<file path="config.mk">
export PLATFORM = sky130hd
export DESIGN_NAME = char_lcd_nibble_sequencer
export DESIGN_NICKNAME = d
export VERILOG_FILES = /design/src/design/clns_pkg.sv /design/src/design/clns_ctrl.sv /design/src/design/clns_dp.sv /design/src/design/char_lcd_nibble_sequencer.sv
export SDC_FILE = /design/constraint.sdc
export NUM_CORES = 1
export LEC_CHECK = 0
export ABC_AREA = 1
export BUFFER_PORTS_ARGS = -buffer_cell sky130_fd_sc_hd__buf_2
export CORE_AREA = 5 5 85 68
export CTS_CLUSTER_DIAMETER = 200
export DETAILED_ROUTE_END_ITERATION = 6
export DIE_AREA = 0 0 90 73
export PLACE_DENSITY = 0.77
export SETUP_SLACK_MARGIN = 0.15
export SLEW_MARGIN = 20
export SYNTH_ARGS = -nofsm -noshare
export SYNTH_HDL_FRONTEND = slang
export SYNTH_HIERARCHICAL = 1
export SYNTH_SLANG_ARGS = --single-unit
</file>
<file path="constraint.sdc">
create_clock -name clk -period 3.6 [get_ports clk]
set_input_delay 0.54 -clock clk [delete_from_list [all_inputs] [get_ports clk]]
set_output_delay 0.54 -clock clk [all_outputs]
set_load 0.02 [all_outputs]
</file>
<file path="src/design/clns_pkg.sv">
package clns_pkg;

  localparam logic [1:0] ACT_INIT = 2'd0;
  localparam logic [1:0] ACT_CMD  = 2'd1;
  localparam logic [1:0] ACT_CHAR = 2'd2;

  localparam int HOLD_W = 17;
  localparam int POS_W  = 5;

  localparam logic [HOLD_W-1:0] HOLD_SETUP   = 17'd100;
  localparam logic [HOLD_W-1:0] HOLD_STROBE  = 17'd1;
  localparam logic [HOLD_W-1:0] HOLD_POWERUP = 17'd50000;
  localparam logic [HOLD_W-1:0] HOLD_SETTLE  = 17'd10000;

  localparam logic [POS_W-1:0] POS_MAX   = 5'd16;
  localparam logic [3:0]       WRAP_RST  = 4'd8;
  localparam logic [3:0]       INIT_LAST = 4'd11;
  localparam logic [3:0]       BYTE_LAST = 4'd3;
  localparam logic [3:0]       BYTE_FIRST = 4'd2;
  localparam logic [7:0]       LINE2_CMD = 8'hC0;

  typedef struct packed {
    logic [1:0] action;
    logic [7:0] value;
    logic       start_req;
  } in_t;

  typedef struct packed {
    logic              register_select;
    logic [3:0]        nibble;
    logic              enable;
    logic [HOLD_W-1:0] hold_us;
    logic              last;
  } out_t;

  typedef struct packed {
    logic load;
    logic emit_power;
    logic emit_nib;
  } cmd_t;

  typedef struct packed {
    logic slot_free;
    logic run_end;
  } status_t;

  function automatic logic [3:0] init_nibble(input logic [3:0] idx);
    logic [3:0] n;
    unique case (idx)
      4'd0, 4'd1, 4'd2: n = 4'b0011;
      4'd3, 4'd4:       n = 4'b0010;
      4'd5:             n = 4'b1000;
      4'd7:             n = 4'b1100;
      4'd9:             n = 4'b0001;
      4'd11:            n = 4'b0110;
      default:          n = 4'b0000;
    endcase
    return n;
  endfunction

  function automatic logic [HOLD_W-1:0] init_extra(input logic [3:0] idx);
    logic [HOLD_W-1:0] e;
    unique case (idx)
      4'd0, 4'd1: e = 17'd4500;
      4'd2:       e = 17'd150;
      4'd9:       e = 17'd2000;
      4'd11:      e = 17'd100000;
      default:    e = '0;
    endcase
    return e;
  endfunction

endpackage

</file>
<file path="src/design/clns_ctrl.sv">
module clns_ctrl (
  input  logic              clk,
  input  logic              rst_n,
  input  logic              in_valid,
  input  logic [1:0]        in_action,
  input  clns_pkg::status_t status,
  output logic              busy,
  output clns_pkg::cmd_t    cmd
);

  typedef enum logic [1:0] {S_IDLE, S_POWER, S_NIB} state_t;

  state_t state_r, state_nxt;

  assign busy = (state_r != S_IDLE);

  always_comb begin
    state_nxt = state_r;
    cmd = '0;
    unique case (state_r)
      S_IDLE: begin
        if (in_valid) begin
          unique case (in_action) inside
            clns_pkg::ACT_INIT: begin
              cmd.load = 1'b1;
              state_nxt = S_POWER;
            end
            clns_pkg::ACT_CMD, clns_pkg::ACT_CHAR: begin
              cmd.load = 1'b1;
              state_nxt = S_NIB;
            end
            default: state_nxt = S_IDLE;
          endcase
        end
      end
      S_POWER: begin
        if (status.slot_free) begin
          cmd.emit_power = 1'b1;
          state_nxt = S_NIB;
        end
      end
      S_NIB: begin
        if (status.slot_free) begin
          cmd.emit_nib = 1'b1;
          if (status.run_end) state_nxt = S_IDLE;
        end
      end
      default: state_nxt = S_IDLE;
    endcase
  end

  always_ff @(posedge clk) begin
    if (!rst_n) begin
      state_r <= S_IDLE;
    end else begin
      state_r <= state_nxt;
    end
  end

endmodule

</file>
<file path="src/design/clns_dp.sv">
module clns_dp (
  input  logic              clk,
  input  logic              rst_n,
  input  clns_pkg::in_t     in_data,
  input  clns_pkg::cmd_t    cmd,
  input  logic              cfg_we,
  input  logic [3:0]        cfg_data,
  input  logic              out_stall,
  output logic              out_valid,
  output clns_pkg::out_t    out_data,
  output clns_pkg::status_t status
);

  logic [3:0]               wrap_r;
  logic [clns_pkg::POS_W-1:0] pos_r, pos_nxt, pos_eff;
  logic                     init_r;
  logic                     rs_r;
  logic [7:0]               byte_r;
  logic [3:0]               idx_r;
  logic [1:0]               phase_r;
  logic                     out_valid_r;
  clns_pkg::out_t           out_r;

  logic                     wrap_hit;
  logic                     last_nib;
  logic [3:0]               nib;
  logic                     rs;
  logic [clns_pkg::HOLD_W-1:0] extra, hold;
  clns_pkg::out_t           phase_out;

  assign pos_eff  = in_data.start_req ? '0 : pos_r;
  assign wrap_hit = (pos_eff == {1'b0, wrap_r});

  always_comb begin
    pos_nxt = pos_r;
    if (cmd.load && in_data.action == clns_pkg::ACT_CHAR) begin
      pos_nxt = (pos_eff < clns_pkg::POS_MAX) ? pos_eff + 1'b1 : pos_eff;
    end
  end

  assign last_nib = init_r ? (idx_r == clns_pkg::INIT_LAST) : (idx_r == clns_pkg::BYTE_LAST);

  always_comb begin
    if (init_r) begin
      nib   = clns_pkg::init_nibble(idx_r);
      rs    = 1'b0;
      extra = clns_pkg::init_extra(idx_r);
    end else begin
      if (idx_r < clns_pkg::BYTE_FIRST) begin
        nib = idx_r[0] ? clns_pkg::LINE2_CMD[3:0] : clns_pkg::LINE2_CMD[7:4];
        rs  = 1'b0;
      end else begin
        nib = idx_r[0] ? byte_r[3:0] : byte_r[7:4];
        rs  = rs_r;
      end
      extra = idx_r[0] ? clns_pkg::HOLD_SETTLE : '0;
    end
    case (phase_r)
      2'd0:    hold = clns_pkg::HOLD_SETUP;
      2'd1:    hold = clns_pkg::HOLD_STROBE;
      2'd2:    hold = clns_pkg::HOLD_STROBE;
      default: hold = clns_pkg::HOLD_SETUP + extra;
    endcase
    phase_out.register_select = rs;
    phase_out.nibble          = nib;
    phase_out.enable          = (phase_r == 2'd2);
    phase_out.hold_us         = hold;
    phase_out.last            = (phase_r == 2'd3) && last_nib;
  end

  assign status.slot_free = !out_valid_r || !out_stall;
  assign status.run_end   = (phase_r == 2'd3) && last_nib;
  assign out_valid        = out_valid_r;
  assign out_data         = out_r;

  always_ff @(posedge clk) begin
    if (!rst_n) begin
      wrap_r      <= clns_pkg::WRAP_RST;
      pos_r       <= '0;
      out_valid_r <= 1'b0;
    end else begin
      if (cfg_we) wrap_r <= cfg_data;
      pos_r <= pos_nxt;
      if (cmd.emit_power || cmd.emit_nib) begin
        out_valid_r <= 1'b1;
      end else if (!out_stall) begin
        out_valid_r <= 1'b0;
      end
    end
  end

  always_ff @(posedge clk) begin
    if (cmd.load) begin
      init_r  <= (in_data.action == clns_pkg::ACT_INIT);
      rs_r    <= (in_data.action == clns_pkg::ACT_CHAR);
      byte_r  <= in_data.value;
      phase_r <= 2'd0;
      if (in_data.action == clns_pkg::ACT_CHAR && wrap_hit) begin
        idx_r <= '0;
      end else if (in_data.action == clns_pkg::ACT_INIT) begin
        idx_r <= '0;
      end else begin
        idx_r <= clns_pkg::BYTE_FIRST;
      end
    end else if (cmd.emit_nib) begin
      phase_r <= phase_r + 2'd1;
      if (phase_r == 2'd3) idx_r <= idx_r + 4'd1;
    end
    if (cmd.emit_power) begin
      out_r.register_select <= 1'b0;
      out_r.nibble          <= 4'b0000;
      out_r.enable          <= 1'b0;
      out_r.hold_us         <= clns_pkg::HOLD_POWERUP;
      out_r.last            <= 1'b0;
    end else if (cmd.emit_nib) begin
      out_r <= phase_out;
    end
  end

endmodule

</file>
<file path="src/design/char_lcd_nibble_sequencer.sv">
// Channel   Direction  Handshake          Payload
// in_       input      in_valid/in_stall  clns_pkg::in_t  (action, value, start_req)
// out_      output     out_valid/out_stall clns_pkg::out_t (rs, nibble, enable, hold_us, last)
// cfg_      input      cfg_valid/cfg_ready cfg_data[3:0]   (wrap_position)
//
// One pin phase leaves per cycle through a registered output slot while out_stall is low.
// A request is loaded and then takes 8, 16 or 49 phases; the index and phase
// counters in the datapath set that figure. Action 3 is dropped at once.
// in_stall is high while a run is in progress; out_stall holds the slot.
// Synchronous reset sets wrap_position to 8 and the position count to 0.
module char_lcd_nibble_sequencer (
  input  logic           clk,
  input  logic           rst_n,
  input  logic           in_valid,
  output logic           in_stall,
  input  clns_pkg::in_t  in_data,
  output logic           out_valid,
  input  logic           out_stall,
  output clns_pkg::out_t out_data,
  input  logic           cfg_valid,
  output logic           cfg_ready,
  input  logic [3:0]     cfg_data
);

  clns_pkg::cmd_t    cmd;
  clns_pkg::status_t status;
  logic              busy;

  assign in_stall  = busy;
  assign cfg_ready = 1'b1;

  clns_ctrl u_ctrl (
    .clk       (clk),
    .rst_n     (rst_n),
    .in_valid  (in_valid),
    .in_action (in_data.action),
    .status    (status),
    .busy      (busy),
    .cmd       (cmd)
  );

  clns_dp u_dp (
    .clk       (clk),
    .rst_n     (rst_n),
    .in_data   (in_data),
    .cmd       (cmd),
    .cfg_we    (cfg_valid && cfg_ready),
    .cfg_data  (cfg_data),
    .out_stall (out_stall),
    .out_valid (out_valid),
    .out_data  (out_data),
    .status    (status)
  );

endmodule

</file>
==> results of run 1 <==
worst register-to-register path, stage by stage, from the launching register on:
cell	delay (ns)
edfxtp_1	0.59
ha_1	0.32
nand2_1	0.11
nor3_4	0.19
inv_2	0.10
a21oi_2	0.18
inv_1	0.07
nand3_1	0.08
nand2_1	0.06
nor2_1	0.14
nor2_1	0.05
nor2_1	0.09
report_power, final:
| part | leakage [nW] | total, mW | switching [mW] | internal (mW) |
|---|---|---|---|---|
| clock network | 0.0521 | 0.350 | 0.193 | 0.157 |
| registers | 0.445 | 0.886 | 0.111 | 0.775 |
| logic | 0.942 | 0.894 | 0.596 | 0.299 |
| total | 1.44 | 2.13 | 0.900 | 1.23 |
sequential cells by signal (all words and copies together), names as in the netlist:
register	cells
u_dp/wrap_r	4
u_dp/pos_r	5
u_dp/rs_r	1
u_dp/out_data	24
u_dp/byte_r	8
u_dp/idx_r	4
u_dp/phase_r	2
u_dp/init_r	1
u_ctrl/state_r	2
u_dp/out_valid	1
synthesized netlist by cell type:
cell type and instances:
a21oi_2 1, nand2_1 93, a41oi_1 1, nand2_4 1
buf_2 3, nor2_1 33, o211ai_1 3, inv_2 10
nand4_1 4, o21ai_2 1, nor3b_1 1, buf_6 2
ha_1 13, edfxtp_1 14, nor2_2 2, a211oi_1 2
o21ai_0 10, a22o_1 1, conb_1 1, a31oi_1 2
clkbuf_1 1, dfxtp_1 38, a21oi_1 17, nor3_4 1
o21ai_1 8, nand2_2 3, nand3_2 1, nor2_4 2
nand3_1 26, buf_4 2, nor3_1 1, xnor2_1 1
inv_1 33
routing by layer:
layer | share of wire [%] | wire length, um
met1 | 47 | 2490
met2 | 46 | 2470
met3 | 6.6 | 353
met4 | 0.91 | 49
met5 | 0 | 0
cells by family (layout without fill, tap and decap cells):
group	Yosys count	after routing
AO/OA/AOI/OAI	46	46
XOR/XNOR	1	1
adder cells (fa/ha/maj)	13	13
buffers and inverters	51	98
flip-flops	52	52
other	1	1
AND/OR/NAND/NOR	168	168
final timing paths:
path                                                     start                              to  slack (ns)  cells after the start
worst max-delay path               u_dp/idx_r[0]$_SDFFCE_PP0P_  u_ctrl/state_r[0]$_SDFFE_PN0P_        1.56                     11
worst min-delay path                                in_data[2]        u_dp/byte_r[1]$_DFFE_PP_        0.40                      1
worst max register to register     u_dp/idx_r[0]$_SDFFCE_PP0P_  u_ctrl/state_r[0]$_SDFFE_PN0P_        1.56                     11
worst min register to register  u_dp/out_data[11]$_SDFFE_PP0P_  u_dp/out_data[11]$_SDFFE_PP0P_        0.45                      2
final cells by class:
type | instances | area [um^2]
fillers | 456 | 2050
flip-flops and latches | 52 | 1180
multi-input cells | 229 | 1170
repair buffers | 47 | 240
inverters | 43 | 161
clock buffers | 6 | 82.6
well taps | 62 | 77.6
clock inverters | 2 | 12.5
==> results.json, run 1 <==
{
  "status": "finished, final reports clean",
  "grt_max_degree": 17,
  "ys_warn_count": 6,
  "cpMostUsedCell": "nor2_1",
  "synthAdderAreaFrac_pct": 6.34,
  "syn_inst": 332,
  "report.final.slew_viol_count": 0,
  "vias_per_cell": 4.96,
  "fin_cells": 441,
  "io_pins": 47,
  "clock_path_buffers": 2,
  "dpl_cell_area_um2": 2830,
  "cp_max_fo": 9,
  "place_congestion": 0.871,
  "synth_top_area_cell": "dfxtp_1",
  "cp_top_family": "simple AND/OR/NAND/NOR gates",
  "top_usage_layer": "met2",
  "met1_usage_pct": 22.4,
  "initial_core_util_pct": 51.5,
  "dp_hpwl_um": 4190,
  "synth_top_area_share_pct": 29.6,
  "drive_above_1_share_pct": 20.6,
  "synth_area_leaders": "dfxtp_1 30%, edfxtp_1 16%, nand2_1 14%, ha_1 6.3%, nand3_1 5.1%",
  "io_buffers": 45,
  "crit_buf_inv": 2,
  "drtIter0Drc": 111,
  "dpl.cell_count": 433,
  "fin_util_pct": 58.8,
  "drt-total-wl_um": 5360,
  "grt_pass1_vias": 2164,
  "vias": 2189,
  "ir_drop_mv": 0.387,
  "antenna_found_initial": 0,
  "worstPathCellList": "ha_1, nand2_1, nor3_4, inv_2, a21oi_2, inv_1, nand3_1, nand2_1, nor2_1, nor2_1, nor2_1",
  "cts.repair.resized": 0,
  "synthXorXnorAreaFrac_pct": 0.341,
  "finalCritPeriodShare_pct": 56.7,
  "ys_types": 33,
  "layout_common_cells": "93 x nand2_1, 45 x buf_2, 38 x dfxtp_1",
  "row_count": 23,
  "core_um2": 4980,
  "cp_slowest_cell": "edfxtp_1",
  "drc": 0,
  "cts_tree": "done",
  "hold_viol_final": 0,
  "yosysSeqAreaShare_pct": 46.0,
  "layout_commonest_cell": "nand2_1",
  "synthSimpleGateAreaFrac_pct": 28.5,
  "tns_ns": 0,
  "synthesis.area_um2": 2570,
  "setup_violations": 0,
  "worst_pin_slew_ns": 0.923,
  "grt_overflow": 0,
  "clk_pin_slew_ns": 0.09,
  "cap_violations": 0,
  "design_area_um2": 2930,
  "min_period_ns": 2.04,
  "slew_headroom_pct": 38.2,
  "die_x_um": 90,
  "finClkSkew_ns": 0.00559,
  "syn_nets": 365,
  "pre_cts_slack_ns": 1.42,
  "worstPathRequired_ns": 3.85,
  "ant_nets": 0,
  "power.total_mw": 2.13,
  "avgSynthCellArea_um2": 7.73,
  "hold_path_class": "in -> reg",
  "cp-end-kind": "flip-flop",
  "clkLatencyLatePin_ns": 0.31,
  "cts.hold.buffers_added": 0,
  "antenna_cells": 0,
  "grt_pass1_wl_um": 9340,
  "rsz0062_at_grt": "no",
  "wl_per_cell_um": 12.2,
  "htree_levels": 2,
  "area_growth_pct": 14.1,
  "die-area_um2": 6570,
  "cpPeakStageDelay_ns": 0.59,
  "synth_seq_cells": 52,
  "final_nets": 411,
  "cts_setup_buffers": 0,
  "grt_util_met2_pct": 28.7,
  "critical_path_class": "reg -> reg",
  "grt_usage_pct": 17.5,
  "power_leakage_nw": 1.44,
  "synth_compound_area_share_pct": 10.1,
  "cp-start-kind": "flip-flop",
  "setup_ws_ns": 1.56,
  "synth.area.mux_share_pct": 0,
  "die_y_um": 73,
  "detail_route.first_pass.iterations": 4,
  "cts.sinks": 52,
  "fmax_mhz": 490,
  "cts_root_buf": "clkbuf_8",
  "synth_top_family_by_area": "simple AND/OR/NAND/NOR gates",
  "cp.arrival_ns": 2.29,
  "cts_buffers": 5,
  "whs_ns": 0.400,
  "grtUsageMet3_pct": 4.85,
  "power.density_nw_per_um2": 728
}
Note: power is estimated with default switching activity, not from simulation.
==> run 2, diff against run 1 <==
Clock period 3.6 ns to 1.95 ns, I/O delays scaled along.
==> results.json, run 2 (synthesized netlist as in run 1, its figures left out) <==
{
  "finClkSkew_ns": 0.0114,
  "cap_violations": 0,
  "status": "finished, final reports clean",
  "whs_ns": 0.161,
  "drt-total-wl_um": 5440,
  "min_period_ns": 1.71,
  "clock_path_buffers": 2,
  "drtIter0Drc": 120,
  "cts_buffers": 5,
  "antenna_cells": 0,
  "drive_above_1_share_pct": 25.1,
  "cp-end-kind": "flip-flop",
  "drc": 0,
  "nFillCells": 437,
  "worstPathRequired_ns": 2.16,
  "largest_reg_flops": 24,
  "setup_violations": 0,
  "cp-start-kind": "flip-flop",
  "layout_common_cells": "93 x nand2_1, 45 x buf_2, 38 x dfxtp_1",
  "dpl_cell_area_um2": 2880,
  "ir_drop_mv": 0.736,
  "clk_pin_slew_ns": 0.09,
  "die_x_um": 90,
  "register_area_um2": 1180,
  "place_congestion": 0.859,
  "critical_path_class": "reg -> reg",
  "report.final.slew_viol_count": 0,
  "layout_commonest_cell": "nand2_1",
  "pre_cts_slack_ns": 0.126,
  "cp_max_fo": 5,
  "multi_input_area_um2": 1230,
  "hold_path_class": "in -> reg",
  "initial_core_util_pct": 51.5,
  "dp_hpwl_um": 4120,
  "grt_overflow": 0,
  "rsz0062_at_grt": "yes",
  "final_nets": 426,
  "wl_per_cell_um": 11.9,
  "power.density_nw_per_um2": 1350,
  "antenna_found_initial": 0,
  "ff2ff_setup_slack_ns": 0.24,
  "ant_nets": 0,
  "cp.arrival_ns": 1.92,
  "cts_tree": "done",
  "htree_levels": 2,
  "tns_ns": 0,
  "vias": 2278,
  "grt_usage_pct": 17.2,
  "grt_pass1_wl_um": 9480,
  "die-area_um2": 6570,
  "grt_max_degree": 16,
  "fmax_mhz": 583,
  "design_area_um2": 3100,
  "row_count": 23,
  "cts_root_buf": "clkbuf_8",
  "setup_ws_ns": 0.236,
  "clkLatencyLatePin_ns": 0.30,
  "detail_route.first_pass.iterations": 5,
  "io_pins": 47,
  "area_growth_pct": 20.9,
  "cts.sinks": 52,
  "power_leakage_nw": 1.51,
  "core_um2": 4980,
  "grt_pass1_vias": 2166,
  "finalCritPeriodShare_pct": 87.9,
  "vias_per_cell": 5.00,
  "hold_viol_final": 0,
  "cts.hold.buffers_added": 0,
  "die_y_um": 73,
  "io_buffers": 45
}
## run 2: final timing paths
| check | from | end | cells after the start |
|---|---|---|---|
| setup reg to reg | u_dp/idx_r[0]$_SDFFCE_PP0P_ | u_ctrl/state_r[1]$_SDFFE_PN0P_ | 12 |
| hold reg to reg | u_dp/out_data[15]$_SDFFE_PP1P_ | u_dp/out_data[15]$_SDFFE_PP1P_ | 2 |
| setup / recovery | u_dp/idx_r[0]$_SDFFCE_PP0P_ | u_ctrl/state_r[1]$_SDFFE_PN0P_ | 12 |
| hold / removal | in_data[6] | u_dp/byte_r[5]$_DFFE_PP_ | 1 |
## run 2: metal layers
layer | part of all wire [%] | GRT usage (%) | vias to the layer above | routed length, um
met2 | 47 | 29.6 | 55 | 2550
met1 | 46 | 22.2 | 1023 | 2510
li1 | - | - | 1193 | -
met4 | 1.0 | 3.64 | 0 | 57
met3 | 5.9 | 4.12 | 7 | 323
met5 | 0 | 0 | - | 0
## run 2: cell type report
class,count,area share [%]
clock buffers,8,3.27
flip-flops and latches,52,38.1
well taps,62,2.50
multi-input cells,229,39.5
inverters,43,5.28
repair buffers,62,11.4
## run 2: critical path, stage by stage (launching register included)
cell and delay [ns]:
edfxtp_1 0.46, ha_4 0.19, nand2_1 0.08, nor3_4 0.18, inv_2 0.10, a21oi_4 0.14, inv_1 0.05, nand3_1 0.08
nand2_1 0.08, inv_1 0.08, nand3_1 0.08, nand2_1 0.06, nor2_1 0.03
## run 2: what timing repair did
item,4_1_cts,5_1_grt
resized for setup,1,11
buffers inserted,1,9
endpoints found under the setup margin,3,8
pin swaps,0,3
endpoints found under the hold margin,0,0
## run 2: report_power, final
group | internal, mW | leakage (nW) | switching, mW
combinational | 0.698 | 1.01 | 1.20
clock | 0.333 | 0.0506 | 0.338
sequential | 1.43 | 0.445 | 0.173
total | 2.46 | 1.51 | 1.71
## run 2: metrics by stage
stage               total power [mW]  instances  utilization, %
floorplan                       2.87        332               -
global placement                3.37        438            57.8
detailed placement              3.42        438            57.8
CTS                             4.10        447            60.0
global route                    4.52        456            62.3
finish                          4.17        456            62.3
==> run 3, diff against run 2 <==
--- a/config.mk
+++ b/config.mk
@@ -10,4 +10,5 @@
 export CORE_AREA = 5 5 85 68
 export CTS_CLUSTER_DIAMETER = 200
+export CTS_CLUSTER_SIZE = 16
 export DETAILED_ROUTE_END_ITERATION = 6
 export DIE_AREA = 0 0 90 73
==> constraint.sdc (replaced) <==
create_clock -name clk -period 1.95 [get_ports clk]
set_input_delay 0.2925 -clock clk [delete_from_list [all_inputs] [get_ports clk]]
set_output_delay 0.2925 -clock clk [all_outputs]
set_load 0.05 [all_outputs]
==> results.json, run 3 (synthesized netlist as in run 1, its figures left out) <==
{
  "status": "finished, final reports clean",
  "antenna_found_initial": 0,
  "fin_cells": 459,
  "grt_max_degree": 16,
  "cp-start-kind": "flip-flop",
  "die-area_um2": 6570,
  "io_buffers": 45,
  "cap_violations": 0,
  "area_growth_pct": 22.0,
  "fmax_mhz": 564,
  "design_area_um2": 3130,
  "grt_pass1_wl_um": 9610,
  "min_path_cells": 1,
  "cts_buffers": 5,
  "ir_drop_mv": 0.856,
  "cpMostUsedCell": "inv_2",
  "tns_ns": 0,
  "drtIter0Drc": 174,
  "pre_cts_slack_ns": 0.0750,
  "ff2ff_setup_slack_ns": 0.18,
  "cp-end-kind": "flip-flop",
  "cp_top_family": "flip-flops",
  "worstPathRequired_ns": 2.15,
  "initial_core_util_pct": 51.5,
  "slew_headroom_pct": 61.5,
  "p_comb_share_pct": 51.8,
  "setup_violations": 0,
  "cpPeakStageDelay_ns": 0.53,
  "worst_pin_slew_ns": 0.576,
  "power_frac_clock_pct": 13.0,
  "seqPwrFrac_pct": 35.3,
  "dpl_cell_area_um2": 2890,
  "vias_per_cell": 5.18,
  "finalCritPeriodShare_pct": 90.9,
  "dpl.cell_count": 438,
  "rsz0062_at_grt": "yes",
  "largest_reg_flops": 24,
  "detail_route.first_pass.iterations": 5,
  "htree_levels": 2,
  "power.density_nw_per_um2": 1470,
  "cell_internal_pwr_mw": 2.39,
  "final_nets": 429,
  "dp_hpwl_um": 4190,
  "io_pins": 47,
  "switching_power_mw": 2.20,
  "min_period_ns": 1.77,
  "hp-start": "in_data[4]",
  "clkLatencyLatePin_ns": 0.30,
  "grt_usage_pct": 18.0,
  "row_count": 23,
  "power_leakage_nw": 1.52,
  "wl_per_cell_um": 13.1,
  "cts.sinks": 52,
  "hold_path_class": "in -> reg",
  "cts.hold.buffers_added": 0,
  "clk_pin_slew_ns": 0.09,
  "drc": 0,
  "rr_endpoint": "u_ctrl/state_r[1]$_SDFFE_PN0P_",
  "die_x_um": 90,
  "grt_pass1_vias": 2208,
  "cts_root_buf": "clkbuf_8",
  "hold_viol_final": 0,
  "worstPathCellList": "buf_4, nor3_4, inv_2, a21oi_4, inv_2, nand3_2, nand2_2, inv_2, nand3_1, nand2_1, nor2_1",
  "swShare_pct": 48.0,
  "min_to": "u_dp/byte_r[3]$_DFFE_PP_",
  "cp.arrival_ns": 1.98,
  "vias": 2379,
  "finClkSkew_ns": 0.00632,
  "ant_nets": 0,
  "core_um2": 4980,
  "drt-total-wl_um": 6010,
  "grt_overflow": 0,
  "place_congestion": 0.886,
  "critical_path_class": "reg -> reg",
  "report.final.slew_viol_count": 0,
  "cp_slowest_cell": "edfxtp_1",
  "layout_commonest_cell": "nand2_1",
  "antenna_cells": 0,
  "fin_util_pct": 62.9,
  "rr_worst_depth": 11,
  "layout_common_cells": "91 x nand2_1, 45 x buf_2, 38 x dfxtp_1",
  "drive_above_1_share_pct": 27.2,
  "setup_ws_ns": 0.178,
  "clock_path_buffers": 2,
  "crit_buf_inv": 4,
  "cp_max_fo": 6,
  "cts_tree": "done",
  "die_y_um": 73,
  "r2r-start": "u_dp/idx_r[2]$_SDFFCE_PP0P_"
}
==> run 3: cell types whose count changed in the layout (fill, tap and decap cells not counted), moves of 2 or more <==
cell     change
buf_4        +3
inv_1        -2
inv_2        +2
nand2_1      -2
nand2_2      +2
nand3_1      -2
nand3_2      +2
nor2_1       -2
nor2_4       +2
==> run 3: power by group through the flow <==
stage,registers (mW),logic (mW),clock network [mW]
6_report,1.62,2.38,0.595
3_5_place_dp,1.64,2.20,0
4_1_cts,1.62,2.23,0.622
5_1_grt,1.65,2.60,0.678
3_3_place_gp,1.64,2.14,0
2_1_floorplan,2.18,1.12,0
==> run 3: worst register-to-register path, delay by kind of cell (launching register included) <==
| kind | cells | cell delay (ns) |
|---|---|---|
| compound gates | 1 | 0.18 |
| simple gates | 6 | 0.53 |
| flops | 1 | 0.53 |
| buf+inv | 4 | 0.43 |
==> run 3: stage by stage <==
step	hold WS, ns	total power [mW]
3_5_place_dp	0.441	3.84
2_1_floorplan	0.377	3.30
4_1_cts	0.147	4.47
3_3_place_gp	0.428	3.78
5_1_grt	0.134	4.93
6_report	0.157	4.59
==> run 3: layer usage <==
layer,vias up,wire length (um),global-route usage [%]
li1,1197,-,-
met2,79,2840,29.5
met3,14,417,4.95
met1,1089,2600,22.6
met4,0,144,7.44
met5,-,0,0
==> run 3: area by class of cell <==
type,instances,area (um^2)
inverter,43,164
tap,62,77.6
sequential,52,1180
timing repair buffer,65,375
fill,431,1850
multi-input combinational,229,1250
clock buffer,6,72.6
clock inverter,2,11.3
==> run 3: worst max-delay path by stage <==
stage	startpoint	to	slack (ns)	cells after the start
after CTS	u_dp/idx_r[1]$_DFFE_PP_	u_dp/out_data[10]$_SDFFE_PP1P_	0.16	12
final	u_dp/idx_r[2]$_SDFFCE_PP0P_	u_ctrl/state_r[1]$_SDFFE_PN0P_	0.18	11
after floorplan	u_ctrl/state_r[1]$_SDFFE_PN0P_	u_dp/pos_r[3]$_SDFFE_PN0P_	0.15	9
after global placement	u_dp/idx_r[1]$_DFFE_PP_	u_ctrl/state_r[1]$_SDFFE_PN0P_	0.11	11
after global routing	u_dp/idx_r[2]$_SDFFCE_PP0P_	u_ctrl/state_r[1]$_SDFFE_PN0P_	0.06	11
after detailed placement	u_dp/idx_r[1]$_DFFE_PP_	u_ctrl/state_r[0]$_SDFFE_PN0P_	0.07	12
==> run 3: what timing repair did <==
item,4_1_cts,5_1_grt
resized for setup,3,13
setup endpoints to repair,4,28
buffers inserted,2,11
endpoints found under the hold margin,0,0
pin swaps,0,6
